==> config.mk <==
export PLATFORM = sky130hd
export DESIGN_NAME = tsrh_hash
export DESIGN_NICKNAME = d
export VERILOG_FILES = /design/src/rtl/tsrh_pkg.sv /design/src/rtl/tsrh_hash.sv
export SDC_FILE = /design/constraint.sdc
export NUM_CORES = 1
export LEC_CHECK = 0
export ABC_AREA = 1
export BUFFER_PORTS_ARGS = -buffer_cell sky130_fd_sc_hd__buf_2
export CORE_MARGIN = 2
export CORE_UTILIZATION = 61
export DETAILED_ROUTE_END_ITERATION = 16
export GPL_TIMING_DRIVEN = 1
export PLACE_DENSITY_LB_ADDON = 0.05
export SYNTH_ARGS = -nofsm -noshare
export SYNTH_HDL_FRONTEND = slang
export SYNTH_SLANG_ARGS = --single-unit
==> constraint.sdc <==
create_clock -name clock -period 12.69 [get_ports clock]
set_input_delay 1.269 -clock clock [delete_from_list [all_inputs] [get_ports clock]]
set_output_delay 1.269 -clock clock [all_outputs]
set_load 0.02 [all_outputs]
==> src/rtl/tsrh_pkg.sv <==
// Shared types and constants for the triple store with Robin Hood hash index.
package tsrh_pkg;

   // FNV-1a 64-bit offset basis.
   localparam logic [63:0] FNV_BASIS = 64'hcbf29ce484222325;
   // The FNV prime is 2^40 + 0x1b3, so a multiply is a shift plus a narrow product.
   localparam int unsigned FNV_PRIME_SHIFT = 40;
   localparam logic [63:0] FNV_PRIME_LOW = 64'h00000000000001b3;

   // Pattern word that matches anything in a search.
   localparam logic [31:0] ANY_WORD = 32'hFFFFFFFF;

   // Bounds on the number of matches that one search reports.
   localparam logic [6:0] LIMIT_TOP = 7'd64;
   localparam logic [6:0] LIMIT_MIN = 7'd1;

   // Action codes.
   localparam logic ACT_INSERT = 1'b0;
   localparam logic ACT_SEARCH = 1'b1;

   // Result status codes.
   localparam logic [1:0] STATUS_OK         = 2'd0;
   localparam logic [1:0] STATUS_STORE_FULL = 2'd1;
   localparam logic [1:0] STATUS_DUPLICATE  = 2'd2;
   localparam logic [1:0] STATUS_HASH_FULL  = 2'd3;

   // Hash unit sequencer states.
   typedef enum logic [1:0] {
      HS_IDLE,
      HS_FNV,
      HS_MOD
   } hash_state_type;

   // Main sequencer states.
   typedef enum logic [3:0] {
      ST_CLEAR,
      ST_IDLE,
      ST_HASH,
      ST_LK_RD,
      ST_LK_CHK,
      ST_LK_TCMP,
      ST_INS,
      ST_PL_RD,
      ST_PL_CHK,
      ST_SC_RD,
      ST_SC_CMP,
      ST_SC_END,
      ST_FIN,
      ST_OUT
   } state_type;

   // Handshake between the sequencer and the hash unit.
   typedef struct packed {
      logic start;
      logic done;
   } hash_ctl_type;

endpackage

==> src/rtl/tsrh_hash.sv <==
// FNV-1a key over three words, then the home slot by nibble-wise residue accumulation.
module tsrh_hash #(
   parameter int HASH_SLOTS = 2048
) (
   input  logic                          clock,
   input  logic                          reset,
   input  tsrh_pkg::hash_ctl_type        ctl_in,
   output tsrh_pkg::hash_ctl_type        ctl_out,
   input  logic [31:0]                   subj,
   input  logic [31:0]                   pred,
   input  logic [31:0]                   obj,
   output logic [63:0]                   hash,
   output logic [$clog2(HASH_SLOTS)-1:0] slot
);

   localparam int SW = $clog2(HASH_SLOTS);
   localparam logic [SW:0] SLOTS = (SW+1)'(HASH_SLOTS);
   localparam int NIBBLES = 16;

   // Residue modulo the slot count of every nibble value at every nibble position.
   function automatic logic [256*SW-1:0] term_table();
      logic [256*SW-1:0] tab;
      longint unsigned   weight;
      tab    = '0;
      weight = 64'd1;
      for (int pos = 0; pos < NIBBLES; pos++) begin
         for (int val = 0; val < 16; val++) begin
            tab[(pos*16 + val)*SW +: SW] = SW'((64'(val) * weight) % 64'(HASH_SLOTS));
         end
         weight = (weight * 64'd16) % 64'(HASH_SLOTS);
      end
      return tab;
   endfunction

   localparam logic [256*SW-1:0] TERMS = term_table();

   tsrh_pkg::hash_state_type state_ff, state_in;
   logic [3:0]  step_ff, step_in;
   logic [63:0] hash_ff, hash_in;
   logic [63:0] shift_ff, shift_in;
   logic [SW-1:0] rem_ff, rem_in;
   logic [95:0] words_ff, words_in;
   logic        done_ff, done_in;
   logic [31:0] word;
   logic [63:0] mixed;
   logic [7:0]  term_sel;
   logic [SW-1:0] term;
   logic [SW:0] sum;
   logic [SW:0] diff;

   // Word picked for the current FNV round, and the residue of the current nibble.
   always_comb begin
      unique case (step_ff[1:0])
         2'd0:    word = words_ff[31:0];
         2'd1:    word = words_ff[63:32];
         default: word = words_ff[95:64];
      endcase
      mixed    = hash_ff ^ {32'b0, word};
      term_sel = {step_ff, shift_ff[3:0]};
      term     = TERMS[32'(term_sel)*SW +: SW];
      sum      = {1'b0, rem_ff} + {1'b0, term};
      diff     = sum - SLOTS;
   end

   // Sequencer: three FNV rounds, then 16 steps that add up the nibble residues.
   always_comb begin
      state_in = state_ff;
      step_in  = step_ff;
      hash_in  = hash_ff;
      shift_in = shift_ff;
      rem_in   = rem_ff;
      words_in = words_ff;
      done_in  = 1'b0;
      unique case (state_ff)
         tsrh_pkg::HS_IDLE: begin
            if (ctl_in.start) begin
               words_in = {obj, pred, subj};
               hash_in  = tsrh_pkg::FNV_BASIS;
               step_in  = 4'd0;
               state_in = tsrh_pkg::HS_FNV;
            end
         end
         tsrh_pkg::HS_FNV: begin
            hash_in = (mixed << tsrh_pkg::FNV_PRIME_SHIFT) + mixed * tsrh_pkg::FNV_PRIME_LOW;
            if (step_ff[1:0] == 2'd2) begin
               shift_in = hash_in;
               rem_in   = '0;
               step_in  = 4'd0;
               state_in = tsrh_pkg::HS_MOD;
            end else begin
               step_in = step_ff + 4'd1;
            end
         end
         tsrh_pkg::HS_MOD: begin
            // Each partial sum stays below twice the slot count, so one subtract reduces it.
            rem_in   = (sum >= SLOTS) ? diff[SW-1:0] : sum[SW-1:0];
            shift_in = {4'b0, shift_ff[63:4]};
            step_in  = step_ff + 4'd1;
            if (step_ff == 4'd15) begin
               done_in  = 1'b1;
               state_in = tsrh_pkg::HS_IDLE;
            end
         end
         default: state_in = tsrh_pkg::HS_IDLE;
      endcase
   end

   // Control registers.
   always_ff @(posedge clock) begin
      if (reset) begin
         state_ff <= tsrh_pkg::HS_IDLE;
         done_ff  <= 1'b0;
      end else begin
         state_ff <= state_in;
         done_ff  <= done_in;
      end
   end

   // Datapath registers.
   always_ff @(posedge clock) begin
      step_ff  <= step_in;
      hash_ff  <= hash_in;
      shift_ff <= shift_in;
      rem_ff   <= rem_in;
      words_ff <= words_in;
   end

   assign ctl_out.start = 1'b0;
   assign ctl_out.done  = done_ff;
   assign hash          = hash_ff;
   assign slot          = rem_ff;

endmodule

==> summary.md <==
| Metric | Value |
|---|---|
| Status | `completed` |
| Syn. warnings | `0` |
| Die Wd | `around 200 um` |
| CTS tree | `built` |
| CP required | `13.00 ns` |
| Final worst-path cycle share | `0.5878` |
| Worst Setup SP | `step_ff[0]` |
| Slew @ Worst Pin | `1.071 ns` |
| Via count | `18.57k` |
| Maximum net fanout on the critical path | `34` |
| I/O Buffers | `around 170` |
| Vias per cell | `between 5 and 6` |
| Top Ports | `177` |
| Peak Freq | `roughly 130 MHz` |
| Minimum clock period | `about 7.5 ns` |
| Crit path to | `shift_ff[63]` |
| Area added between synthesis and finish | `9.200%` |
| Largest net degree at the start of global routing | `76` |
| Vias in the first global route | `18.91k` |
| Synth area leaders | `edfxtp_1, fa_1, nand2_1` |
| Area leader, netlist | `edfxtp_1` |
| Number of synthesized flops with an enable pin | `about 240` |
| Crit end category | `register` |
| Syn avg cell area | `8.634 um2` |
| Antenna Cells | `0` |
| GR Util met1 | `0.5108` |
| Most common flop cell mapped by yosys | `edfxtp_1` |
| Met3 Track Usage GR | `0.1023` |
| Row count | `roughly 70` |
| Setup Fix Bufs, Post-CTS | `0` |
| Share of cells above drive strength 1 | `0.09952` |
| GP Congestion | `1.079` |
| First-pass GRT wire length | `108300 um` |
| Max-slew headroom | `0.2859` |
| Reg-to-reg startpoint | `step_ff[0]` |
| CTS Buffer Depth | `3` |
| DRT iter0 DRCs | `1789` |
| Worst Clk Skew | `0.01628 ns` |
| Max Transition Viols Final | `0` |
| Setup tns final | `0 ns` |
| Asr flop ratio synth | `0` |
| Final setup viols | `0` |
| Wirelength per Cell | `20.70 um` |
| Seq cells post-synth | `roughly 240` |
| Post-cts resize count | `0` |
| Synth Net Count | `3262` |
| DR pass1 iterations | `8` |
| Cells after Synth | `2725` |
| CTS root buf | `clkbuf_16` |
| Final #Nets | `3409` |
| Die Area | `between 40000 and 50000 um2` |
| FF-to-FF setup slack | `5.23 ns` |
| Max-cap violations | `0` |
| Initial antenna violation count | `1` |
| Unrepaired setup endpoints after global routing | `false` |
| Hold-fix buffers, CTS | `0` |
| Global route overflow | `0` |
| Core area | `37840 um2` |
| Post-synthesis sequential area ratio | `0.3076` |
| Worst skew pair latency | `0.59 ns` |
| Yosys cell types | `43` |
| Final Util | `0.6789` |
| HPWL after detailed placement | `58670 um` |
| Worst R2R Path Depth | `26` |
| Syn Std Cell Area | `roughly 24000 um2` |
| Drt drc | `0` |
| Final-layout fill cell count | `3148` |
| Crit path kind | `register to register` |
| Final hold violation count | `0` |
| Worst flop-to-flop path endpoint | `shift_ff[63]` |
| Initial core utilization | `0.6217` |
| Met2 usage | `0.5379` |
| Tightest Hold Check Type | `register to register` |
| Routed Antenna Nets | `0` |
| CP startpoint kind | `register` |
| Most frequent cell after synthesis | `nand2_1` |
| Die H | `200.4 um` |
| Commonest cells post-synth | `nand2_1, inv_1, fa_1` |
| H-tree Lvls | `1` |
| CTS Buf Count | `29` |
| Clk slew on worst S/H paths | `roughly 0.060 ns` |
| TritonCTS Sinks | `242` |
| Routed WL | `70500 um` |
| Tot GR Track Use | `0.3599` |
| Area share of the largest cell type after synthesis | `0.3050` |
| Arr. time, crit path | `about 8 ns` |
| Busiest metal layer after global routing | `met2` |
sequential cells by signal, indices dropped and copies added (netlist names):
name,count
done_ff,1
hash,64
shift_ff,64
slot,11
state_ff,2
step_ff,4
words_ff,96
logic make-up after synthesis:
| group | share of synthesized area |
|---|---|
| compound gates | 0.04137 |
| xor+xnor | 0.03239 |
| fa+ha+maj | 0.3096 |
| buf+inv | 0.1178 |
| flops | 0.3076 |
| other cells | 0.0001594 |
| simple gates | 0.1910 |
cells in the final DEF (no fill, tap or decap), types with 3 or more instances in the layout:
| master | synthesis | final |
|---|---|---|
| a21o_1 | 4 | 4 |
| a21oi_1 | 84 | 83 |
| a22oi_1 | 5 | 5 |
| and2_1 | 3 | 3 |
| buf_2 | 5 | 174 |
| buf_4 | 34 | 9 |
| bufinv_16 | 0 | 3 |
| clkbuf_1 | 26 | 12 |
| clkbuf_16 | 0 | 29 |
| clkinv_1 | 4 | 5 |
| clkinv_2 | 0 | 4 |
| clkinvlp_4 | 0 | 3 |
| dfxtp_1 | 3 | 3 |
| edfxtp_1 | 239 | 239 |
| fa_1 | 242 | 242 |
| ha_1 | 195 | 194 |
| inv_1 | 627 | 626 |
| inv_2 | 5 | 5 |
| nand2_1 | 747 | 747 |
| nand2_2 | 13 | 13 |
| nand3_1 | 106 | 106 |
| nand3_2 | 10 | 10 |
| nand3b_1 | 9 | 9 |
| nand4_1 | 17 | 17 |
| nor2_1 | 128 | 128 |
| nor2_2 | 18 | 18 |
| nor3_1 | 11 | 11 |
| nor3_2 | 7 | 7 |
| o21ai_0 | 51 | 50 |
| o21ai_1 | 13 | 13 |
| o21bai_1 | 13 | 13 |
| xnor2_1 | 32 | 32 |
| xor2_1 | 55 | 55 |
final cells by class:
| class | instances | area (um2) | area share |
|---|---|---|---|
| timing repair buffer | 183 | 938.4 | 0.03652 |
| sequential | 242 | 7237 | 0.2817 |
| tap | 511 | 639.4 | 0.02489 |
| clock buffer | 42 | 784.5 | 0.03053 |
| inverter | 636 | 2389 | 0.09297 |
| multi-input combinational | 1780 | 13550 | 0.5275 |
| clock inverter | 11 | 151.4 | 0.005893 |
worst max-delay path, cell delays in order (launching register included):
cell and delay (ns):
edfxtp_1 0.50, inv_1 0.16, ha_1 0.22, buf_4 0.25
nor2_4 0.71, nand2_1 0.12, nand3_1 0.18, xor2_1 0.66
ha_1 0.35, inv_1 0.11, fa_1 0.54, inv_1 0.06
fa_1 0.58, fa_1 0.44, ha_1 0.29, ha_1 0.38
nand2_2 0.10, nor2_1 0.32, nand3_1 0.19, nand3_2 0.20
nand2_1 0.08, nand2_1 0.22, nand2_1 0.11, nand2_1 0.08
nand2_1 0.05, nand2_1 0.19, nor2_1 0.07
how the worst min path moves through the flow:
stage                         to  cells past startpoint  slack, ns    startpoint
floorplan            state_ff[0]                      2       0.47   state_ff[0]
global placement     state_ff[0]                      2       0.49   state_ff[0]
detailed placement  shift_ff[48]                      2       0.51  shift_ff[52]
CTS                 shift_ff[51]                      2       0.52  shift_ff[55]
global route        shift_ff[53]                      2       0.54  shift_ff[57]
finish               state_ff[0]                      2       0.52   state_ff[0]
per-layer routing:
| layer | wire, um | up-vias |
|---|---|---|
| met5 | 0 | - |
| met4 | 2584 | 0 |
| met3 | 8445 | 119 |
| met2 | 29860 | 867 |
| met1 | 29610 | 8951 |
| li1 | - | 8631 |
through the flow:
stage	cells	cell area, um2	hold WS [ns]	setup slack (ns)
finish	3405	25690	0.5242	5.231
global route	3405	25690	0.5359	4.848
CTS	3405	25690	0.5201	5.347
detailed placement	3352	24760	0.5099	5.391
global placement	3352	24760	0.4876	5.424
floorplan	2725	23530	0.4691	6.729
Power is not shown: default switching activity piles up to over one toggle a cycle in this logic, so the estimate is an artifact.
